[config.mk]
export PLATFORM = sky130hd
export DESIGN_NAME = bdt_fifo
export DESIGN_NICKNAME = d
export VERILOG_FILES = /design/src/design/barycentric_depth_test_core_macros.svh /design/src/design/bdt_fifo.sv
export SDC_FILE = /design/constraint.sdc
export NUM_CORES = 1
export LEC_CHECK = 0
export BUFFER_PORTS_ARGS = -buffer_cell sky130_fd_sc_hd__buf_2
export CELL_PAD_IN_SITES_DETAIL_PLACEMENT = 1
export CELL_PAD_IN_SITES_GLOBAL_PLACEMENT = 1
export CORE_MARGIN = 2
export CORE_UTILIZATION = 37
export DETAILED_ROUTE_END_ITERATION = 7
export PLACE_DENSITY_LB_ADDON = 0.25
export SETUP_SLACK_MARGIN = 0.05
export SYNTH_ARGS = -nofsm -noshare
export SYNTH_HDL_FRONTEND = slang
export SYNTH_SLANG_ARGS = --single-unit
[constraint.sdc]
create_clock -name i_clk -period 1.4 [get_ports i_clk]
set_input_delay 0.21 -clock i_clk [delete_from_list [all_inputs] [get_ports i_clk]]
set_output_delay 0.21 -clock i_clk [all_outputs]
set_load 0.005 [all_outputs]
[src/design/barycentric_depth_test_core_macros.svh]
// Assertion helpers, used by the back end.
`ifndef BARYCENTRIC_DEPTH_TEST_CORE_MACROS_SVH
`define BARYCENTRIC_DEPTH_TEST_CORE_MACROS_SVH

// Same-cycle implication, disabled while reset is low.
`define BDT_ASSERT_NOW(label, clk, rst_n, ante, cons, msg) \
    label: assert property (@(posedge clk) disable iff (!rst_n) (ante) |-> (cons)) \
        else $error(msg);

// Next-cycle implication, disabled while reset is low.
`define BDT_ASSERT_NEXT(label, clk, rst_n, ante, cons, msg) \
    label: assert property (@(posedge clk) disable iff (!rst_n) (ante) |=> (cons)) \
        else $error(msg);

`endif

[src/design/bdt_fifo.sv]
module bdt_fifo #(
    parameter int WIDTH = 8,
    parameter int DEPTH = 2
) (
    input  logic             i_clk,
    input  logic             i_rst_n,
    input  logic             i_push,
    input  logic [WIDTH-1:0] i_data,
    input  logic             i_pop,
    output logic [WIDTH-1:0] o_data,
    output logic             o_empty,
    output logic             o_full
);

    localparam int PW = (DEPTH > 1) ? $clog2(DEPTH) : 1;
    localparam int CW = $clog2(DEPTH + 1);

    logic [WIDTH-1:0] r_buf [DEPTH];
    logic [PW-1:0]    r_wptr;
    logic [PW-1:0]    r_rptr;
    logic [CW-1:0]    r_count;

    assign o_empty = (r_count == '0);
    assign o_full  = (r_count == CW'(DEPTH));
    assign o_data  = r_buf[r_rptr];

    // Entry storage.
    always_ff @(posedge i_clk) begin
        if (i_push) begin
            r_buf[r_wptr] <= i_data;
        end
    end

    // Pointers and fill count.
    always_ff @(posedge i_clk) begin
        if (!i_rst_n) begin
            r_wptr  <= '0;
            r_rptr  <= '0;
            r_count <= '0;
        end else begin
            if (i_push) begin
                r_wptr <= (r_wptr == PW'(DEPTH - 1)) ? '0 : r_wptr + 1'b1;
            end
            if (i_pop) begin
                r_rptr <= (r_rptr == PW'(DEPTH - 1)) ? '0 : r_rptr + 1'b1;
            end
            if (i_push && !i_pop) begin
                r_count <= r_count + 1'b1;
            end else if (i_pop && !i_push) begin
                r_count <= r_count - 1'b1;
            end
        end
    end

endmodule

Yosys cells after proc, flatten, opt, wreduce, memory -nomap -nowiden

Memory sizes are Yosys's and may differ from the RTL's. A register that Yosys moved wholly into a read port is not among the register bits.
Index checks and enable logic that the tools add are counted.
Widths: inputs -> output; s select.

Bits in latches: 0
Output and inout bits: 10
Word-level logic and storage cells: 23
Flip-flop bits (word level): 4
Memory bits (writable): 16
Input port bits: 12
Bits in read-only memories: 0
Memories kept: 1

Memory list:

| memory | depth | bits a word | rd ports | clocked after Yosys merged registers in | write ports | line           | source |
|---|---|---|---|---|---|---|---|
| r_buf  | 2     | 8           | 1        | 1                                       | 1           | bdt_fifo.sv:18 | `logic [WIDTH-1:0] r_buf [DEPTH];` |

Div/mod/pow operators: 0
Bitwise gates (word level): 0
Shift-type cells: 0
Mux-type cells: 8
Equal/unequal tests: 1
Multiply operators: 0
Add/subtract/negate cells: 4
Reduce and logical (&&, ||, !) cells: 6
$lt $le $gt $ge: 0

Operators by type and width:

| operator            | count |
|---|---|
| $mux 1              | 6 |
| $mux 2              | 2 |
| $add 1x1->1 const B | 2 |
| $add 2x1->2 const B | 1 |
| $eq 2x2->1 const B  | 1 |
| $logic_and 1x1->1   | 2 |
| $logic_not 1->1     | 2 |
| $logic_not 2->1     | 1 |
| $reduce_bool 2->1   | 1 |
| $sub 2x1->2 const B | 1 |

Logic depth before layout (Yosys ltp)

Gate-level depths: netlist (run 1).

Depth in word-level cells: 4
Mapped depth: 5
Gate-level depth less buffers: 5

Worst setup path before layout (run 1)

No wires, ideal clock.

Path type: reg2reg
Start point: register r_wptr
End point: memory r_buf[0][0] (enable)
Period minus slack after synthesis: 1.104 ns
Data arrival time: 0.730 ns
Cell stages (with the launch flop): 2
Required time: 1.025 ns
Setup time: 0.375 ns
Path buffers: 0
Setup slack: 0.296 ns
Path through: dfxtp_1 > nor2b_1

RTL lines:

| element                | line           | source |
|---|---|---|
| from (decl)            | bdt_fifo.sv:19 | `logic [PW-1:0] r_wptr;` |
| from (signal assigned) | bdt_fifo.sv:42 | `r_wptr <= (r_wptr == PW'(DEPTH - 1)) ? '0 : r_wptr + 1'b1;` |
| to (decl)              | bdt_fifo.sv:18 |  |

No word-level cell before the write port.

==> flow_summary.toml, run 1 <==
[run_status]
outcome = "finished, violations left"
violations = "negative setup slack"

[clocking]
clockBufferDepth = 2
cts_tree = "done"
cts_max_level = 1
worstSkewPairLatency_ns = 0.29
ctsHoldBuffers = 0
cts_sinks = 21
cts_buffers = 3
clk_pin_slew_ns = 0.11
root_buffer = "clkbuf_4"

[cells_and_area]
n_fill_cell = 195
ff_latch_area_sq_um = 584
multi_input_area_sq_um = 235
n_antenna_cell = 0
layout.nets = 86
fin_util = 0.523
final_cell_count_no_fill = 99
final_cell_mix = "edfxtp_1, buf_2, mux2_4, buf_6"
area_delta_synth_final_pct = 31.7
mostFrequentLayoutCell = "edfxtp_1"
drive_gt1_frac = 0.486

[sta]
finalCriticalPeriod_ns = 1.42
tns_ns = -0.0292
hold_violations = 0
post-route-period-util = 1.01
finalClockSkew_ns = 0.00151
setup_viol = 5
grt_setup_unrepaired = "yes"
slew_headroom = 0.756
fin_ws_ns = -0.0161
worst_slew_pin_slew_ns = 0.367
maxSlewViolCount = 0
fmax_ghz = 0.706

[run]
maxCapViolations = 0

[placed_design]
dp_cells = 95
gp_congestion = 0.661
pre_cts_slack_ns = 0.0952
portBuffers = 21

[yosys]
syn_nets = 60
yosys.area_share.simple = 0.0709
netlist_area_sq_um = 795
synthAdderAreaFrac = 0.0157
yosysSeqAreaShare = 0.731
synth_compound_area_frac = 0.0252
syn-instance-count = 47
yosys_register_bits = 21
muxShareOfSynthArea = 0.113
yosysWarnings = 0
avgSynthCellArea_sq_um = 16.9
synth.largest_area_cell = "edfxtp_1"
yosys-top-cells-area = "edfxtp_1, dfxtp_1, mux2_2"
synth.distinct_cells = 16
synth_top_family_by_area = "multiplexers"
yosysTopAreaCellShare = 0.605
yosys.area_share.xor_xnor = 0.0331

[global_routing]
grt_max_degree = 12
overflow = 0
antenna_found_initial = 0
grt_pass1_wl_um = 2220
grt_pass1_vias = 497
grt_use_total = 0.125

[setup_path]
crit_slowest_cell = "dfxtp_4"
cp_cell_sequence = "mux2_4, buf_6"
path_max_fanout = 8
r2r_slack_ns = 0.30
critPathMaxStageDelay_ns = 0.46
r2r-end = "r_count[1]"
cp.arrival_ns = 1.21
cp-start-kind = "flip-flop"
critPathRequiredTime_ns = 1.19
reg2reg_from = "r_count[0]"
critPathKind = "reg2out"
r2r_cells = 3
worst_setup_path_end_kind = "output pin"

[route]
drt_iter0_markers = 3
drtPass1Iterations = 4
drcViolationCount = 0
vias = 463
drt-wirelength-per-cell_um = 14.0
vias_per_cell = 4.68
ant_nets = 0
drt_wl_total_um = 1390

[hold_path]
hold_start = "i_data[4]"
hold_class = "in2reg"
hold_depth = 1
hold_end = "r_buf[0][4]"

[pwr]
share_comb_of_total_power = 0.162
internal-power_mw = 0.952
vdd_drop_max_mv = 0.845
sw_frac_of_total = 0.220
powerDensity_mw_per_mm2 = 1170
clkPwrFrac = 0.228
p_sw_mw = 0.269
pwr-share-seq = 0.610
p_leak_nw = 0.430

[floorplan]
die-area_sq_mm = 0.00253
coreArea_sq_mm = 0.00200
die_x_um = 50.3
start_util = 0.397
die_y_um = 50.3
num_io_pins = 22
rows = 16
[metal layers]
metal	track usage	wire (um)	vias to the layer above	part of all wire
li1	-	-	218	-
met1	0.128	573	226	0.41
met2	0.232	727	17	0.52
met3	0.0298	66	2	0.048
met4	0.0676	18	0	0.013
met5	0	0	-	0
[registers in the layout, indices dropped and copies added, names as in the netlist, named ones only]
register and flops:
r_count 2, r_wptr 1, r_rptr 1, r_buf 16
[power groups by stage]
| stage | Clock (mW) | Sequential (mW) | Combinational, mW |
|---|---|---|---|
| floorplan | 0 | 0.740 | 0.0923 |
| global placement | 0 | 0.752 | 0.147 |
| detailed placement | 0 | 0.752 | 0.152 |
| CTS | 0.285 | 0.744 | 0.198 |
| global route | 0.309 | 0.749 | 0.217 |
| finish | 0.278 | 0.744 | 0.198 |
[worst max path at each step]
stage | start | endpoint | slack [ns] | cells after the start
4_1_cts | flip-flop | o_data[2] | -0.01 | 2
3_5_place_dp | i_push | r_count[1] | 0.1 | 4
3_3_place_gp | flip-flop | o_data[2] | 0.16 | 2
2_1_floorplan | r_wptr | r_buf[0][0] | 0.30 | 1
6_report | flip-flop | o_data[5] | -0.02 | 2
5_1_grt | flip-flop | o_data[5] | -0.06 | 2
[final cells by class]
type,instances,share of cell area
flip-flops and latches,21,0.559
multi-input cells,24,0.225
repair buffers,22,0.156
well taps,27,0.0323
clock buffers,4,0.0251
inverters,1,0.00359
[cell usage after synthesis]
cell,count
o21a_1,1
xor2_1,2
inv_1,1
dfxtp_1,5
and2b_2,1
nor2_1,1
o21ai_0,1
edfxtp_1,16
or3_1,1
ha_1,1
buf_2,1
nor2b_1,2
mux2_2,8
xnor2_1,1
a21boi_1,1
and2_1,4
[logic make-up (layout without fill, tap and decap cells)]
logic type | Yosys count | count (layout)
AO/OA/AOI/OAI | 3 | 3
XOR/XNOR | 3 | 3
adder cells (fa/ha/maj) | 1 | 1
buffers and inverters | 2 | 27
flip-flops | 21 | 21
multiplexers | 8 | 8
AND/OR/NAND/NOR | 9 | 9
[through the flow]
stage          hold WS, ns  total power, mW  instance area [sq um]
2_1_floorplan        0.309            0.832                    795
3_3_place_gp         0.397            0.898                    936
3_5_place_dp         0.401            0.904                    936
4_1_cts             0.0921             1.23                   1050
5_1_grt             0.0856             1.28                   1050
6_report            0.0994             1.22                   1050
[what timing repair did]
| item | in CTS | in global routing |
|---|---|---|
| buffers inserted | 0 | 0 |
| gates resized for setup | 18 | 0 |
| endpoints found under the setup margin | 8 | 8 |
[critical path, delay by kind of cell, from the launching register on]
family / cells / cell delay, ns
buffers and inverters: 1 / 0.12
flip-flops: 1 / 0.46
multiplexers: 1 / 0.33
No activity file was read; power rests on OpenSTA's default activity.
==> run 2: changes to the inputs <==
--- a/config.mk
+++ b/config.mk
@@ -9,7 +9,7 @@
 export CELL_PAD_IN_SITES_DETAIL_PLACEMENT = 1
 export CELL_PAD_IN_SITES_GLOBAL_PLACEMENT = 1
 export CORE_MARGIN = 2
-export CORE_UTILIZATION = 37
+export CORE_UTILIZATION = 30
 export DETAILED_ROUTE_END_ITERATION = 7
 export PLACE_DENSITY_LB_ADDON = 0.25
 export SETUP_SLACK_MARGIN = 0.05
==> constraint.sdc (replaced) <==
create_clock -name i_clk -period 1.4 [get_ports i_clk]
set_input_delay 0.07 -clock i_clk [delete_from_list [all_inputs] [get_ports i_clk]]
set_output_delay 0.07 -clock i_clk [all_outputs]
set_load 0.005 [all_outputs]
==> flow_summary.toml, run 2 (same netlist as run 1, synthesis figures left out) <==
[floorplan]
die_y_um = 55.5
start_util = 0.318
rows = 18
die-area_sq_mm = 0.00308
die_x_um = 55.5
num_io_pins = 22
coreArea_sq_mm = 0.00250

[setup_path]
r2r-end = "r_buf[0][1]"
cp_cell_sequence = "mux2_2, buf_2"
r2r_cells = 2
critPathKind = "reg2out"
path_buf_inv = 1
critPathMaxStageDelay_ns = 0.43
cp-start-kind = "flip-flop"
crit_slowest_cell = "dfxtp_4"
path_max_fanout = 8
critPathRequiredTime_ns = 1.33
worst_setup_path_end_kind = "output pin"
cp.arrival_ns = 1.20
r2r_slack_ns = 0.27
reg2reg_from = "r_wptr"
path_delay_family = "flip-flops"

[clocking]
cts_max_level = 1
worstSkewPairLatency_ns = 0.30
clockBufferDepth = 2
cts_buffers = 3
cts_tree = "done"
cts_sinks = 21
clk_pin_slew_ns = 0.11
root_buffer = "clkbuf_4"

[global_routing]
overflow = 0
grt_pass1_wl_um = 2350
antenna_found_initial = 0
grt_max_degree = 13
grt_use_total = 0.100
grt_pass1_vias = 524

[sta]
hold_violations = 0
timing.hold.ws_ns = 0.0194
worst_slew_pin_slew_ns = 0.410
finalClockSkew_ns = 0.00149
setup_viol = 0
fin_ws_ns = 0.131
maxSlewViolCount = 0
slew_headroom = 0.727
finalCriticalPeriod_ns = 1.27
tns_ns = 0
fmax_ghz = 0.788
post-route-period-util = 0.906
grt_setup_unrepaired = "no"

[cells_and_area]
n_antenna_cell = 0
fin_util = 0.420
largest_reg_flops = 16
mostFrequentLayoutCell = "buf_2"
drive_gt1_frac = 0.450
area_delta_synth_final_pct = 32.3
final_cell_mix = "buf_2, edfxtp_1, mux2_2, dlygate4sd3_1"
n_fill_cell = 269
final_cell_count_no_fill = 110
design_area_sq_mm = 0.00105
layout.nets = 94
top_register = "r_buf"
biggestRegsByFlops = "r_buf (16), r_count (2)"

[route]
drt-wirelength-per-cell_um = 12.7
drcViolationCount = 0
vias = 481
drt_wl_total_um = 1400
drtPass1Iterations = 3
vias_per_cell = 4.37
ant_nets = 0
drt_iter0_markers = 7

[hold_path]
hold_start = "i_rst_n"
hold_class = "in2reg"
hold_end = "r_wptr"
hold_depth = 2

[placed_design]
pre_cts_slack_ns = 0.243
dp_cells = 98
portBuffers = 21
dp_hpwl_um = 1040
placed_cell_area_sq_um = 940
gp_congestion = 0.669

[pwr]
fin_total_pwr_mw = 1.19
powerDensity_mw_per_mm2 = 1130
vdd_drop_max_mv = 0.459
p_leak_nw = 0.419

[run]
maxCapViolations = 0

[run_status]
outcome = "finished clean"
-- run 2: cell count changes in the layout (fill, tap and decap cells not counted) --
cell,change
buf_6,-8
mux2_4,-8
clkbuf_1,-1
dlygate4sd3_1,+8
clkinv_2,+1
buf_2,+8
mux2_2,+8
-- run 2: area by class of cell --
| type | instances | area (sq um) | share of cell area |
|---|---|---|---|
| clock inverter | 1 | 5.00 | 0.00476 |
| sequential | 21 | 584 | 0.556 |
| multi-input combinational | 24 | 205 | 0.195 |
| timing repair buffer | 30 | 193 | 0.183 |
| clock buffer | 3 | 22.5 | 0.0214 |
| tap | 30 | 37.5 | 0.0357 |
| inverter | 1 | 3.75 | 0.00357 |
-- run 2: timing repair --
item / in CTS / in global routing
endpoints found under the hold margin: 16 / 0
buffers inserted: 0 / 0
gates resized for setup: 2 / 0
endpoints found under the setup margin: 8 / 0
hold buffers: 8 / 0
-- run 2: layer usage --
layer,vias up,GRT usage,part of all wire
met5,-,0,0
met1,235,0.105,0.39
li1,235,-,-
met2,11,0.177,0.56
met3,0,0.0258,0.046
met4,0,0.0627,0
-- run 2: how the worst max path moves through the flow --
stage | startpoint | end | slack, ns | depth (start not counted)
4_1_cts | flip-flop | o_data[7] | 0.10 | 2
5_1_grt | flip-flop | o_data[1] | 0.07 | 2
6_report | flip-flop | o_data[7] | 0.13 | 2
2_1_floorplan | r_wptr | r_buf[0][0] | 0.30 | 1
3_5_place_dp | r_wptr | r_buf[0][5] | 0.24 | 2
3_3_place_gp | r_wptr | r_buf[0][6] | 0.27 | 2
-- run 2: power by group --
part | switching [mW] | total (mW) | internal [mW] | leakage, nW
Combinational | 0.0630 | 0.165 | 0.102 | 0.209
Sequential | 0.0258 | 0.739 | 0.713 | 0.192
Clock | 0.177 | 0.283 | 0.106 | 0.0177
Total | 0.266 | 1.19 | 0.922 | 0.419
==> run 3: changes to the inputs <==
--- a/config.mk
+++ b/config.mk
@@ -5,13 +5,14 @@
 export SDC_FILE = /design/constraint.sdc
 export NUM_CORES = 1
 export LEC_CHECK = 0
+export ABC_AREA = 1
 export BUFFER_PORTS_ARGS = -buffer_cell sky130_fd_sc_hd__buf_2
 export CELL_PAD_IN_SITES_DETAIL_PLACEMENT = 1
 export CELL_PAD_IN_SITES_GLOBAL_PLACEMENT = 1
 export CORE_MARGIN = 2
 export CORE_UTILIZATION = 30
 export DETAILED_ROUTE_END_ITERATION = 7
-export PLACE_DENSITY_LB_ADDON = 0.25
+export PLACE_DENSITY = 0.57
 export SETUP_SLACK_MARGIN = 0.05
 export SYNTH_ARGS = -nofsm -noshare
 export SYNTH_HDL_FRONTEND = slang
==> flow_summary.toml, run 3 <==
[setup_path]
cp_cell_sequence = "mux2_2, buf_2"
crit_slowest_cell = "dfxtp_4"
worst_setup_path_end_kind = "output pin"
cp.arrival_ns = 1.19
r2r_cells = 2
critPathRequiredTime_ns = 1.33
path_max_fanout = 8
critPathKind = "reg2out"
cp-start-kind = "flip-flop"
critPathMaxStageDelay_ns = 0.43

[route]
top_layer = "met4"
ant_nets = 0
drcViolationCount = 0
drt_wl_total_um = 1400
wl_met3_um = 98
vias = 540
drt-wirelength-per-cell_um = 11.4
wl_met2_um = 725
drt_iter0_markers = 0
vias_per_cell = 4.39
wl_met1_um = 565
drtPass1Iterations = 1

[placed_design]
portBuffers = 21
pre_cts_slack_ns = 0.280
dp_hpwl_um = 992
gp_congestion = 0.638

[global_routing]
grt_pass1_wl_um = 2370
overflow = 0
grt_max_degree = 13
grt_pass1_vias = 537
grt_use_total = 0.101
antenna_found_initial = 0

[floorplan]
die-area_sq_mm = 0.00311
start_util = 0.322
num_io_pins = 22
coreArea_sq_mm = 0.00250
die_x_um = 55.8
rows = 18
die_y_um = 55.8

[sta]
setup_viol = 0
finalClockSkew_ns = 0.00582
slew_headroom = 0.746
finalCriticalPeriod_ns = 1.26
hold_violations = 0
tns_ns = 0
post-route-period-util = 0.900
maxSlewViolCount = 0
fin_ws_ns = 0.139
fmax_ghz = 0.793
worst_slew_pin_slew_ns = 0.381
grt_setup_unrepaired = "no"

[cells_and_area]
top_register = "r_buf"
drive_gt1_frac = 0.409
n_antenna_cell = 0
area_delta_synth_final_pct = 34.1
n_fill_cell = 278
biggestRegsByFlops = "r_buf (16), r_count (2)"
mostFrequentLayoutCell = "buf_2"
layout.nets = 107
largest_reg_flops = 16
final_cell_mix = "buf_2, edfxtp_1, dlygate4sd3_1"

[yosys]
syn-instance-count = 58
avgSynthCellArea_sq_um = 13.9
yosysMostFrequentCell = "edfxtp_1"
synth_edf_count = 16
syn_nets = 71
yosys_register_bits = 21
synth.largest_area_cell = "edfxtp_1"
netlist_area_sq_um = 805
synthTopCellsByCount = "edfxtp_1, inv_1, mux2_2"
synth.distinct_cells = 16
yosysSeqAreaShare = 0.722
yosysTopAreaCellShare = 0.597
async_reset_ff_frac = 0
yosys_most_used_dff = "edfxtp_1"
yosysWarnings = 0
yosys-top-cells-area = "edfxtp_1, dfxtp_1, mux2_2"

[run]
maxCapViolations = 0

[pwr]
powerDensity_mw_per_mm2 = 1100
vdd_drop_max_mv = 0.780
p_leak_nw = 0.459

[clocking]
cts_sinks = 21
worstSkewPairLatency_ns = 0.30
cts_buffers = 3
cts_max_level = 1
cts_tree = "done"
root_buffer = "clkbuf_4"
clk_pin_slew_ns = 0.11
clockBufferDepth = 2

[hold_path]
hold_class = "in2reg"
hold_depth = 3

[run_status]
outcome = "finished clean"
==> run 3: cell type report <==
| cell class | count | area (sq um) | share of cell area |
|---|---|---|---|
| clock inverter | 1 | 5.00 | 0.00464 |
| timing repair buffer | 32 | 210 | 0.195 |
| inverter | 9 | 33.8 | 0.0313 |
| clock buffer | 3 | 22.5 | 0.0209 |
| sequential | 21 | 584 | 0.542 |
| tap | 30 | 37.5 | 0.0348 |
| multi-input combinational | 27 | 185 | 0.172 |
==> run 3: per-stage QoR <==
stage | instances | hold slack, ns | power [mW] | cell area, sq um | util
floorplan | 58 | 0.169 | 0.829 | 805 | -
global placement | 110 | 0.259 | 0.896 | 957 | 0.383
detailed placement | 110 | 0.264 | 0.901 | 957 | 0.383
CTS | 123 | 0.0352 | 1.21 | 1080 | 0.430
global route | 123 | 0.0474 | 1.26 | 1080 | 0.431
finish | 123 | 0.0434 | 1.18 | 1080 | 0.431
==> run 3: cell families after synthesis <==
kind of cell / synth area share
simple gates: 0.0793
buf+inv: 0.0482
fa+ha+maj: 0.0155
compound gates: 0.0124
flops: 0.722
mux: 0.112
xor+xnor: 0.0109
==> run 3: repair_timing <==
| item | 4_1_cts | 5_1_grt |
|---|---|---|
| setup buffers | 0 | 0 |
| hold buffers | 9 | 0 |
| resized for setup | 1 | 1 |
| endpoints found under the setup margin | 8 | 8 |
| hold endpoints to repair | 17 | 0 |
==> run 3: metal layers <==
| metal | up-vias | global-route usage |
|---|---|---|
| met5 | - | 0 |
| met4 | 0 | 0.0314 |
| met3 | 2 | 0.0535 |
| met2 | 14 | 0.173 |
| met1 | 258 | 0.108 |
| li1 | 266 | - |
==> run 3: worst max-delay path, delay by kind of cell (launching register included) <==
kind	cells	cell delay [ns]
buffers and inverters	1	0.12
flip-flops	1	0.43
multiplexers	1	0.34
==> run 3: path summary, 6_finish.rpt <==
check	slack [ns]	start	endpoint
setup / recovery	0.14	flip-flop	o_data[2]
hold / removal	0.04	i_pop	flip-flop
setup reg to reg	0.36	r_wptr	r_buf[1][1]
hold reg to reg	0.52	r_rptr	flip-flop
==> run 3: power breakdown <==
part           leakage (nW)  switching, mW  internal (mW)  total (mW)
Combinational         0.248         0.0691         0.0954       0.165
Sequential            0.192         0.0250          0.713       0.738
Clock                0.0177          0.175          0.106       0.281
Total                 0.459          0.269          0.915        1.18
