--- config.mk ---
export PLATFORM = sky130hd
export DESIGN_NAME = bdt_front
export DESIGN_NICKNAME = d
export VERILOG_FILES = /design/src/design/barycentric_depth_test_core_macros.svh /design/src/design/bdt_pkg.sv /design/src/design/bdt_front.sv
export SDC_FILE = /design/constraint.sdc
export NUM_CORES = 1
export LEC_CHECK = 0
export BUFFER_PORTS_ARGS = -buffer_cell sky130_fd_sc_hd__buf_2
export CAP_MARGIN = 20
export CORE_AREA = 2 2 156 158
export CTS_BUF_LIST = sky130_fd_sc_hd__clkbuf_8 sky130_fd_sc_hd__clkbuf_16
export CTS_CLUSTER_SIZE = 24
export DETAILED_ROUTE_END_ITERATION = 10
export DIE_AREA = 0 0 158 160
export PLACE_DENSITY = 0.66
export SKIP_LAST_GASP = 1
export SYNTH_ARGS = -nofsm -noshare
export SYNTH_HDL_FRONTEND = slang
export SYNTH_SLANG_ARGS = --single-unit
--- constraint.sdc ---
create_clock -name i_clk -period 11.7 [get_ports i_clk]
set_input_delay 1.755 -clock i_clk [delete_from_list [all_inputs] [get_ports i_clk]]
set_output_delay 1.755 -clock i_clk [all_outputs]
set_load 0.005 [all_outputs]
--- src/design/barycentric_depth_test_core_macros.svh ---
// Assertion helpers, used by the back end.
`ifndef BARYCENTRIC_DEPTH_TEST_CORE_MACROS_SVH
`define BARYCENTRIC_DEPTH_TEST_CORE_MACROS_SVH

// Same-cycle implication, disabled while reset is low.
`define BDT_ASSERT_NOW(label, clk, rst_n, ante, cons, msg) \
    label: assert property (@(posedge clk) disable iff (!rst_n) (ante) |-> (cons)) \
        else $error(msg);

// Next-cycle implication, disabled while reset is low.
`define BDT_ASSERT_NEXT(label, clk, rst_n, ante, cons, msg) \
    label: assert property (@(posedge clk) disable iff (!rst_n) (ante) |=> (cons)) \
        else $error(msg);

`endif

--- src/design/bdt_pkg.sv ---
package bdt_pkg;

    // Width of the effective image dimensions (covers register and parameter range).
    localparam int DIMW = 11;

    // Register byte addresses on the configuration port.
    localparam logic [2:0] ADDR_IMAGE_WIDTH  = 3'd0;
    localparam logic [2:0] ADDR_IMAGE_HEIGHT = 3'd4;

    // Minimum depth, the value of every store entry after reset.
    localparam logic [15:0] DEPTH_MIN = 16'h8000;

    // One classified item as it travels from the front to the back.
    typedef struct packed {
        logic               oob;
        logic signed [16:0] e0x;
        logic signed [16:0] e0y;
        logic signed [16:0] e1x;
        logic signed [16:0] e1y;
        logic signed [16:0] e2x;
        logic signed [16:0] e2y;
        logic signed [15:0] az;
        logic signed [15:0] bz;
        logic signed [15:0] cz;
    } t_job;

    // Status that the back reports to the front.
    typedef struct packed {
        logic clearing;
        logic busy;
    } t_bstat;

    // Saturate a wide weight to Q2.16.
    function automatic logic signed [17:0] sat_w(input logic signed [55:0] v);
        logic signed [17:0] r;
        if (v > 56'sd131071) begin
            r = 18'sh1FFFF;
        end else if (v < -56'sd131072) begin
            r = 18'sh20000;
        end else begin
            r = v[17:0];
        end
        return r;
    endfunction

    // Saturate a Q8.8 depth to 16 bits.
    function automatic logic signed [15:0] sat_z(input logic signed [19:0] v);
        logic signed [15:0] r;
        if (v > 20'sd32767) begin
            r = 16'sh7FFF;
        end else if (v < -20'sd32768) begin
            r = 16'sh8000;
        end else begin
            r = v[15:0];
        end
        return r;
    endfunction

endpackage

--- src/design/bdt_front.sv ---
module bdt_front #(
    parameter int MAX_WIDTH  = 128,
    parameter int MAX_HEIGHT = 128,
    parameter int AW         = 14
) (
    input  logic                i_clk,
    input  logic                i_rst_n,
    input  logic                i_valid,
    output logic                o_stall,
    input  logic signed [15:0]  i_a_x,
    input  logic signed [15:0]  i_a_y,
    input  logic signed [15:0]  i_a_z,
    input  logic signed [15:0]  i_b_x,
    input  logic signed [15:0]  i_b_y,
    input  logic signed [15:0]  i_b_z,
    input  logic signed [15:0]  i_c_x,
    input  logic signed [15:0]  i_c_y,
    input  logic signed [15:0]  i_c_z,
    input  logic signed [8:0]   i_pixel_x,
    input  logic signed [8:0]   i_pixel_y,
    input  logic                psel,
    input  logic                penable,
    input  logic                pwrite,
    input  logic [2:0]          paddr,
    input  logic [31:0]         pwdata,
    output logic [31:0]         prdata,
    output logic                pready,
    input  bdt_pkg::t_bstat     i_bstat,
    input  logic                i_full,
    output logic                o_push,
    output bdt_pkg::t_job       o_job,
    output logic [AW-1:0]       o_idx
);

    import bdt_pkg::*;

    logic [7:0]      r_image_width;
    logic [7:0]      r_image_height;
    logic [DIMW-1:0] w_eff;
    logic [DIMW-1:0] h_eff;
    logic [DIMW-1:0] px_u;
    logic [DIMW-1:0] py_u;
    logic [DIMW-1:0] row;
    logic [2*DIMW-1:0] idx_full;
    logic            in_bounds;
    logic            cfg_wr;

    // Configuration registers; pready is always high.
    assign pready = 1'b1;
    assign cfg_wr = psel && penable && pwrite;

    always_ff @(posedge i_clk) begin
        if (!i_rst_n) begin
            r_image_width  <= 8'd128;
            r_image_height <= 8'd128;
        end else if (cfg_wr) begin
            if (paddr[2] == ADDR_IMAGE_HEIGHT[2]) begin
                r_image_height <= pwdata[7:0];
            end else begin
                r_image_width <= pwdata[7:0];
            end
        end
    end

    assign prdata = (paddr[2] == ADDR_IMAGE_HEIGHT[2]) ? {24'd0, r_image_height}
                                                       : {24'd0, r_image_width};

    // Effective image size, bounded by the store dimensions.
    assign w_eff = ({3'd0, r_image_width} > DIMW'(MAX_WIDTH)) ? DIMW'(MAX_WIDTH)
                                                              : {3'd0, r_image_width};
    assign h_eff = ({3'd0, r_image_height} > DIMW'(MAX_HEIGHT)) ? DIMW'(MAX_HEIGHT)
                                                                : {3'd0, r_image_height};

    // Bounds check and store index with the row flipped.
    assign px_u      = {3'd0, i_pixel_x[7:0]};
    assign py_u      = {3'd0, i_pixel_y[7:0]};
    assign in_bounds = !i_pixel_x[8] && (px_u < w_eff) && !i_pixel_y[8] && (py_u < h_eff);
    assign row       = h_eff - DIMW'(1) - py_u;
    assign idx_full  = (row * w_eff) + {{DIMW{1'b0}}, px_u};
    assign o_idx     = idx_full[AW-1:0];

    // Edge vectors relative to the first vertex, pixel taken to Q.4.
    always_comb begin
        o_job.oob = !in_bounds;
        o_job.e0x = {i_b_x[15], i_b_x} - {i_a_x[15], i_a_x};
        o_job.e0y = {i_b_y[15], i_b_y} - {i_a_y[15], i_a_y};
        o_job.e1x = {i_c_x[15], i_c_x} - {i_a_x[15], i_a_x};
        o_job.e1y = {i_c_y[15], i_c_y} - {i_a_y[15], i_a_y};
        o_job.e2x = {{4{i_pixel_x[8]}}, i_pixel_x, 4'd0} - {i_a_x[15], i_a_x};
        o_job.e2y = {{4{i_pixel_y[8]}}, i_pixel_y, 4'd0} - {i_a_y[15], i_a_y};
        o_job.az  = i_a_z;
        o_job.bz  = i_b_z;
        o_job.cz  = i_c_z;
    end

    // Items wait while the queue is full or the store is being cleared.
    assign o_stall = i_full || i_bstat.clearing;
    assign o_push  = i_valid && !o_stall;

endmodule

* Word level (Yosys, flattened, before mapping)
Index checks and enable logic that the tools add are counted.
Word-level totals: bits in registers 16, input port bits 206, output and inout bits 200, word-level logic and storage cells 33
Operators by class: multipliers 1, mux-type cells 3, $lt $le $gt $ge 4, reductions and logical operators 13, bitwise operators 1, add/subtract/negate cells 9
Operators with widths (number):
- subtractor 16 x 16 -> 17 bit | 4
- subtractor 13 x 16 -> 17 bit | 2
- 2-to-1 mux 8 bit | 3
- > comparator 8 bit (second input constant) | 2
- less-than comparator 8 bit | 2
- adder 14 x 8 -> 14 bit | 1
- multiplier 11 x 8 -> 14 bit | 1
- subtractor 9 x 9 -> 10 bit | 1
- subtractor 8 x 1 -> 9 bit (second input constant) | 1
- logical AND 1 bit | 6
- zero test 1 bit | 4
- AND reduction 2 bit | 2
- logical OR 1 bit | 1
- inverter 1 bit | 1

* Depth between registers and ports, before layout
Gate-level depths: netlist (run 1).
word-level depth 7, gate-level depth with buffers 29, mapped depth without buffers 28

* Worst setup path after synthesis (run 1)
Ideal clock, no wire load.
path type in2out, from input port i_pixel_y[0], to output port o_idx[13], path slack 3294 ps, path buffers 0, data required time 9945 ps, arrival time 6651 ps, stages 24, cells stage by stage ha_1 -> inv_1 -> fa_1 -> a21oi_1 -> nor2b_1 -> nor2_1 -> xor2_1 -> nor2_1 -> fa_1 -> inv_1 -> fa_1 -> inv_1 -> ha_1 -> fa_1 -> inv_1 -> fa_1 -> nor2b_1 -> o21ai_0 -> a21boi_0 -> o21ai_0 -> a21oi_1 -> a31oi_1 -> xor2_1 -> xnor2_1
On the way: cells in the longest elaborated chain, start to end 3
RTL lines:
- from (decl) | RTL line bdt_front.sv:20 | input logic signed [8:0] i_pixel_y,
- subtractor 9 x 9 -> 10 bit | RTL line bdt_front.sv:78 | assign row = h_eff - DIMW'(1) - py_u;
- multiplier 11 x 8 -> 14 bit | RTL line bdt_front.sv:79 | assign idx_full = (row * w_eff) + {{DIMW{1'b0}}, px_u};
- adder 14 x 8 -> 14 bit | RTL line bdt_front.sv:79
- to (decl) | RTL line bdt_front.sv:32 | output logic [AW-1:0] o_idx
No other way between the ends.

* Worst setup path after layout (run 1)
Ends and elaborated chain as after synthesis.

==> results_dict.tcl, run 1 <==
set metrics [dict create \
    outcome "finished clean" \
    numPortBuffers 257 \
    syn_avg_cell_area_um2 7.34 \
    yosysUniqueCellTypes 65 \
    synth-seq-area-share 0.0369 \
    grt_usage 0.198 \
    cts_tree "yes" \
    antenna_cells 0 \
    synth_most_common_cell "inv_1" \
    yosys.area.top_type "ha_1" \
    maxCapViolCount 0 \
    multi_input_area_mm2 0.00717 \
    post_cts_resized 0 \
    drt-total-wl_um 26100 \
    synthTopCellsByCount "182 x inv_1, 140 x ha_1, 122 x nand2_1" \
    cts_made_buffers 3 \
    coreArea_mm2 0.0238 \
    max_freq_mhz 108 \
    fill_cells 2541 \
    synth_area_mm2 0.00869 \
    synth_edf_count 0 \
    async_reset_ff_frac 0 \
    skew_ps 0 \
    drc_errors 0 \
    post_cts_buffers 0 \
    clock_latency_ps 250 \
    final_nets 1790 \
    ys_seq_elements 16 \
    regArea_um2 320 \
    syn_to_final_growth_pct 14.5 \
    clock_path_buffers 2 \
    layout-drive-gt1-share 0.206 \
    grt_pass1_vias 8214 \
    grt_max_degree 17 \
    grt.overflow.total 0 \
    ys.flop_type "dfxtp_1" \
    finalHoldViolCount 0 \
    crit_type "input port to primary output" \
    synth.top_cells.by_area "ha_1 20%, fa_1 14%, inv_1 7.9%" \
    cts-htree-levels 1 \
    power_density_mw_per_mm2 56.3 \
    finalMaxSlewViolations 0 \
    crit_path_start_kind "input port" \
    syn_inst 1184 \
    fin_cells 1708 \
    post_drt_via_cell_ratio 5.04 \
    clock_sink_count 16 \
    ant_nets 0 \
    finalCritPeriodShare 0.793 \
    finalSetupTns_ps 0 \
    dieArea_mm2 0.0253 \
    vias 8607 \
    placed_cells 1704 \
    tightest_slew_ps 805 \
    synth_top_area_frac 0.202 \
    hpwl_um 23100 \
    setup_violations 0 \
    die-height_um 160 \
    yosysWarnings 0 \
    vdd_drop_max_mv 0.0868 \
    max_slew_margin 0.462 \
    firstDrtPassIters 7 \
    cts_hold_buffers 0 \
    gp_congestion 0.896 \
    wire_per_inst_um 15.3 \
    rsz0062_at_grt "no" \
    clk_pin_slew_ps 50 \
    io-pin-count 406 \
    crit_path_max_fanout 5 \
    clockRootBuffer "clkbuf_16" \
    start_util 0.365 \
    required_ps 9950 \
    die_width_um 158 \
    endpoint_kind "primary output" \
    fp-row-count 57 \
    fin_crit_ps 9270 \
    grt_pass1_wl_um 40400 \
    utilization 0.418 \
    antenna_found_initial 1 \
    drt_iter0_markers 557 \
    crit_arrival_ps 7520 \
    hp-class "register to register" \
    leakage_nw 5.07 \
    power_uw 561 \
]
-- logic make-up after synthesis --
family	synth area share
AND/OR/NAND/NOR	0.194
buffers and inverters	0.148
AO/OA/AOI/OAI	0.178
adder cells (fa/ha/maj)	0.337
XOR/XNOR	0.0907
flip-flops	0.0369
multiplexers	0.0138
other	0.000864
-- per-stage QoR --
step	setup WS [ps]	instance area, um^2	hold slack [ps]
floorplan	3290	8780	449
global placement	2490	9870	470
detailed placement	2440	9870	480
CTS	2400	9950	487
global route	1980	9950	490
finish	2430	9950	486
-- registers in the layout, summed over array words and instances, names as in the netlist --
signal          flops
r_image_height      8
r_image_width       8
-- path summary, 6_finish.rpt --
| path | from | to | slack [ps] | depth (start not counted) |
|---|---|---|---|---|
| setup / recovery | i_pixel_y[0] | o_idx[13] | 2430 | 26 |
| hold reg to reg | r_image_width[2] | r_image_width[2] | 490 | 2 |
| setup reg to reg | r_image_width[7] | r_image_width[7] | 10460 | 2 |
| hold / removal | r_image_width[2] | r_image_width[2] | 490 | 2 |
-- routing by layer --
layer  part of all wire  vias up  track usage
met1               0.43     3949        0.252
met2               0.46      360        0.342
met3              0.085       52       0.0372
li1                   -     4244            -
met5            0.00042        -            0
met4              0.026        2       0.0536
-- cells in the final DEF, fill, tap and decap left out, drive strengths merged, types with 22 or more instances in the layout --
master / n
ha: 140
conb: 25
fa: 59
nor3: 24
xor2: 22
inv: 182
nor2b: 30
nand2: 122
o21a: 24
xnor2: 68
a21boi: 24
a21oi: 56
nor2: 104
o21ai: 57
buf: 257
-- cell type report --
| class | instances | area share |
|---|---|---|
| Timing Repair Buffer | 257 | 0.129 |
| Tap cell | 324 | 0.0407 |
| Inverter | 182 | 0.0686 |
| Sequential cell | 16 | 0.0322 |
| Multi-Input combinational cell | 925 | 0.720 |
| Clock buffer | 4 | 0.00892 |
-- worst max-delay path: stages --
cell and delay [ps]:
buf_2 120, ha_1 170, inv_1 50, fa_1 400
a21oi_1 200, nor2b_1 70, nor2_1 180, xor2_1 460
nor2_1 120, fa_1 500, inv_1 60, fa_1 490
inv_1 40, ha_1 290, fa_1 570, inv_1 60
fa_1 450, nor2b_1 120, o21ai_0 110, a21boi_0 260
o21ai_0 160, a21oi_1 260, a31oi_1 140, xor2_1 180
xnor2_1 170, buf_2 130
-- report_power, final --
part           total (mW)  internal (mW)  switching, mW
clock network      0.0739         0.0520         0.0220
registers          0.0580         0.0559        0.00211
logic               0.429          0.192          0.237
total               0.561          0.299          0.261
Note: power is estimated with default switching activity, not from simulation.
==> run 2, diff against run 1 <==
Settings changed: ABC_AREA set to 1, CORE_AREA 2 2 156 158 to 2 2 157 159, DIE_AREA 0 0 158 160 to 0 0 159 161.
Clock period 11.7 ns to 8.9 ns, I/O delays scaled along.
==> results_dict.tcl, run 2 <==
set metrics [dict create \
    skew_ps 0 \
    r2r_cells 2 \
    finalCritPeriodShare 0.900 \
    hp-class "register to register" \
    min_path_cells 2 \
    drt_iter0_markers 571 \
    final_common_cell "inv_1" \
    antenna_cells 0 \
    max_slew_margin 0.569 \
    final_cell_mix "262 x inv_1, 257 x buf_2, 221 x nand2_1" \
    firstDrtPassIters 5 \
    yosysUniqueCellTypes 42 \
    crit_path_max_fanout 5 \
    synth_top_area_frac 0.198 \
    synth.top_cells.by_area "ha_1 20%, fa_1 13%, inv_1 11%" \
    io-pin-count 406 \
    outcome "finished clean" \
    grt_pass1_wl_um 41700 \
    final_nets 1934 \
    power_density_mw_per_mm2 77.1 \
    ys.flop_type "dfxtp_1" \
    grt_max_degree 19 \
    clock_path_buffers 2 \
    clock_latency_ps 240 \
    grt_pass1_vias 8530 \
    synth_edf_count 0 \
    die-height_um 161 \
    fp-row-count 57 \
    finalMaxSlewViolations 0 \
    tightest_slew_ps 644 \
    max_stage_delay_ps 560 \
    cts-htree-levels 1 \
    hold-path-endpoint "r_image_width[5]" \
    cts_hold_buffers 0 \
    die_width_um 159 \
    grt.overflow.total 0 \
    synth_area_mm2 0.00883 \
    max_freq_mhz 125 \
    fill_cells 2600 \
    fin_crit_ps 8010 \
    syn_inst 1325 \
    ys_seq_elements 16 \
    power_uw 779 \
    yosysWarnings 0 \
    vdd_drop_max_mv 0.0740 \
    finalHoldViolCount 0 \
    crit_path_start_kind "input port" \
    ant_nets 0 \
    reg2reg_to "r_image_width[7]" \
    crit_type "input port to primary output" \
    yosys.area.top_type "ha_1" \
    clk_pin_slew_ps 50 \
    reg2reg_slack_ps 7510 \
    r2r_start "r_image_width[7]" \
    leakage_nw 5.76 \
    dieArea_mm2 0.0256 \
    start_util 0.368 \
    clock_sink_count 16 \
    numPortBuffers 257 \
    fin_ws_ps 889 \
    clockRootBuffer "clkbuf_16" \
    finalSetupTns_ps 0 \
    fin_cells 1852 \
    grt_usage 0.195 \
    cts_made_buffers 3 \
    setup_violations 0 \
    top_regs "r_image_height (8), r_image_width (8)" \
    hpwl_um 23100 \
    coreArea_mm2 0.0240 \
    gp_congestion 0.892 \
    post_cts_resized 0 \
    rsz0062_at_grt "no" \
    synth_most_common_cell "inv_1" \
    antenna_found_initial 0 \
    synth-seq-area-share 0.0363 \
    crit_arrival_ps 6680 \
    required_ps 7570 \
    post_drt_via_cell_ratio 4.83 \
    async_reset_ff_frac 0 \
    vias 8946 \
    synthTopCellsByCount "262 x inv_1, 221 x nand2_1, 140 x ha_1" \
    maxCapViolCount 0 \
    placed_cells 1848 \
    pre_cts_ws_ps 933 \
    drc_errors 0 \
    hp-start "r_image_width[5]" \
    post_cts_buffers 0 \
    layout-drive-gt1-share 0.188 \
    cts_tree "yes" \
    drt-total-wl_um 25700 \
    endpoint_kind "primary output" \
    syn_avg_cell_area_um2 6.66 \
    slowest_stage "fa_1" \
    wire_per_inst_um 13.9 \
    crit_top_cell "nand2_1" \
    syn_to_final_growth_pct 14.4 \
]
run 2: cell count changes in the layout (fill, tap and decap cells not counted), moves of 20 or more:
| cell | delta |
|---|---|
| xor2_1 | +50 |
| a21oi_1 | +55 |
| a21boi_0 | -20 |
| inv_1 | +80 |
| nor2b_1 | -29 |
| nand3_1 | +41 |
| nand2_1 | +99 |
| o21a_1 | -22 |
| xnor2_1 | -38 |
run 2: metrics by stage:
step	area [um^2]	hold slack, ps	util
2_1_floorplan	8910	459	-
6_report	10100	501	0.421
3_3_place_gp	10000	497	0.418
4_1_cts	10100	505	0.421
3_5_place_dp	10000	494	0.418
5_1_grt	10100	538	0.421
run 2: power by group:
group          leakage (nW)  switching [mW]  internal, mW
Combinational          5.59           0.353         0.253
Clock                0.0442          0.0265        0.0681
Sequential            0.130         0.00278        0.0744
run 2: worst max-delay path: cells and delay by family:
family / cells / cell delay (ps)
AO/OA/AOI/OAI: 1 / 120
XOR/XNOR: 1 / 500
adder cells (fa/ha/maj): 6 / 2780
buffers and inverters: 7 / 620
AND/OR/NAND/NOR: 13 / 1330
run 2: metal layers:
metal | global-route usage | part of all wire | vias up
met5 | 0 | 0 | -
met4 | 0.0335 | 0.016 | 0
met3 | 0.0218 | 0.067 | 40
met2 | 0.361 | 0.49 | 329
met1 | 0.247 | 0.43 | 4037
li1 | - | - | 4540
run 2: final cells by class:
type | count | area, um^2 | area share
clock buffer | 4 | 88.8 | 0.00880
sequential | 16 | 320 | 0.0317
multi-input combinational | 981 | 6980 | 0.692
timing repair buffer | 257 | 1290 | 0.127
inverter | 270 | 1010 | 0.100
tap | 324 | 405 | 0.0401
run 2: worst max-delay path by stage:
stage                            startpoint         to  slack, ps  depth (start not counted)
final                          i_pixel_y[2]  o_idx[13]        890                         28
after detailed placement       i_pixel_y[2]  o_idx[13]        930                         28
after global placement         i_pixel_y[2]  o_idx[13]        960                         30
after global routing      r_image_height[7]  o_idx[13]        400                         38
after floorplan                i_pixel_y[0]  o_idx[13]       1770                         27
after CTS                      i_pixel_y[2]  o_idx[13]        900                         28
run 2: kinds of logic after synthesis:
| family | after synthesis | synth area share |
|---|---|---|
| AND/OR/NAND/NOR | 430 | 0.206 |
| buffers and inverters | 351 | 0.182 |
| AO/OA/AOI/OAI | 225 | 0.141 |
| adder cells (fa/ha/maj) | 199 | 0.332 |
| XOR/XNOR | 102 | 0.101 |
| flip-flops | 16 | 0.0363 |
| other | 2 | 0.000851 |
==> run 3, diff against run 2 <==
Settings changed: PLACE_DENSITY 0.66 to not set, PLACE_DENSITY_LB_ADDON set to 0.15.
==> results_dict.tcl, run 3 (synthesized netlist as in run 2, its figures left out) <==
set metrics [dict create \
    dieArea_mm2 0.0256 \
    reg2reg_slack_ps 7500 \
    finalHoldViolCount 0 \
    setup_violations 0 \
    p_switching_uw 381 \
    syn_to_final_growth_pct 14.4 \
    crit_type "input port to primary output" \
    design_area_mm2 0.0101 \
    min_path_cells 2 \
    endpoint_kind "primary output" \
    tightest_slew_ps 675 \
    grt_max_degree 19 \
    fin_crit_ps 8040 \
    max_freq_mhz 124 \
    post_cts_buffers 0 \
    cts_made_buffers 3 \
    cts_tree "yes" \
    grt_usage 0.192 \
    crit_path_start_kind "input port" \
    outcome "finished clean" \
    skew_ps 0 \
    dpl-instance-area_mm2 0.0100 \
    sw_frac_of_total 0.490 \
    hp-start "r_image_width[5]" \
    antenna_found_initial 1 \
    final_common_cell "inv_1" \
    r2r_cells 2 \
    top_regs "r_image_height (8), r_image_width (8)" \
    p_seq_frac 0.099 \
    rsz0062_at_grt "no" \
    final_cell_mix "262 x inv_1, 257 x buf_2, 221 x nand2_1" \
    drt-total-wl_um 25600 \
    finalSetupTns_ps 0 \
    required_ps 7570 \
    post_drt_via_cell_ratio 4.65 \
    clock_sink_count 16 \
    p_int_uw 396 \
    fp-row-count 57 \
    vias 8611 \
    clock_latency_ps 250 \
    layout-drive-gt1-share 0.188 \
    clockRootBuffer "clkbuf_16" \
    hp-class "register to register" \
    grt_pass1_wl_um 41100 \
    io-pin-count 406 \
    final_nets 1934 \
    die_width_um 159 \
    max_slew_margin 0.548 \
    wire_per_inst_um 13.8 \
    clk_pin_slew_ps 50 \
    grt_pass1_vias 8499 \
    coreArea_mm2 0.0240 \
    firstDrtPassIters 5 \
    drc_errors 0 \
    leakage_nw 5.76 \
    finalCritPeriodShare 0.903 \
    cts_hold_buffers 0 \
    numPortBuffers 257 \
    cts-htree-levels 1 \
    die-height_um 161 \
    hold-path-endpoint "r_image_width[5]" \
    power_density_mw_per_mm2 76.9 \
    reg2reg_to "r_image_width[7]" \
    vdd_drop_max_mv 0.0699 \
    drt_iter0_markers 369 \
    crit_arrival_ps 6700 \
    clock_path_buffers 2 \
    finalMaxSlewViolations 0 \
    hpwl_um 22900 \
    r2r_start "r_image_width[7]" \
    grt.overflow.total 0 \
    start_util 0.368 \
    maxCapViolCount 0 \
    pwr-share-comb 0.774 \
    gp_congestion 0.899 \
    post_cts_resized 0 \
    pwr-share-clk 0.126 \
    ant_nets 0 \
    crit_path_max_fanout 5 \
]
[run 3: worst max-delay path, cell delays in order]
cell     delay [ps]
buf_2           100
ha_1            140
inv_1            60
fa_1            400
nand3_1          80
nand3_1         160
xor2_1          380
inv_1           220
nor2_1          190
fa_1            470
fa_1            530
fa_1            550
inv_1            50
fa_1            530
inv_1            40
ha_1            370
nand2_1          70
nor2_1          140
nand3_1         120
nand3_1         100
nand2_1          50
nand2_1         130
nand3_1          90
nand2_1          90
nand3_1          80
nand2_1          70
inv_1            40
buf_2           110
[run 3: how the worst max path moves through the flow]
stage,endpoint,depth (start not counted),slack [ps],start
after floorplan,o_idx[13],27,1770,i_pixel_y[0]
after global placement,o_idx[13],30,920,i_pixel_y[0]
after detailed placement,o_idx[13],28,910,i_pixel_y[0]
after CTS,o_idx[13],28,890,i_pixel_y[0]
after global routing,o_idx[13],38,400,r_image_height[4]
final,o_idx[13],28,860,i_pixel_y[0]
[run 3: metal layers]
metal / global-route usage / routed length (um) / up-vias
met5: 0 / 0 / -
met1: 0.251 / 11700 / 3780
met2: 0.347 / 12100 / 276
met4: 0.0277 / 297 / 0
li1: - / - / 4524
met3: 0.0259 / 1490 / 31
[run 3: through the flow]
step	instances	utilization	hold slack, ps	power [mW]	setup WS [ps]
6_report	1853	0.421	494	0.777	861
2_1_floorplan	1348	-	459	0.480	1770
5_1_grt	1852	0.421	505	0.861	401
3_3_place_gp	1848	0.418	488	0.681	921
3_5_place_dp	1848	0.418	490	0.682	907
4_1_cts	1852	0.421	497	0.784	892
[run 3: layout make-up]
type	count	area (um^2)
sequential	16	320
multi-input combinational	981	6980
antenna	1	2.50
clock buffer	4	88.8
timing repair buffer	257	1290
fill	2619	13900
inverter	270	1010
tap	324	405
[run 3: power by group through the flow]
stage / clock [mW] / sequential, mW / combinational (mW)
6_report: 0.0981 / 0.0771 / 0.602
5_1_grt: 0.103 / 0.0775 / 0.681
4_1_cts: 0.0991 / 0.0771 / 0.608
3_5_place_dp: 0 / 0.0786 / 0.604
3_3_place_gp: 0 / 0.0786 / 0.602
2_1_floorplan: 0 / 0.0774 / 0.403
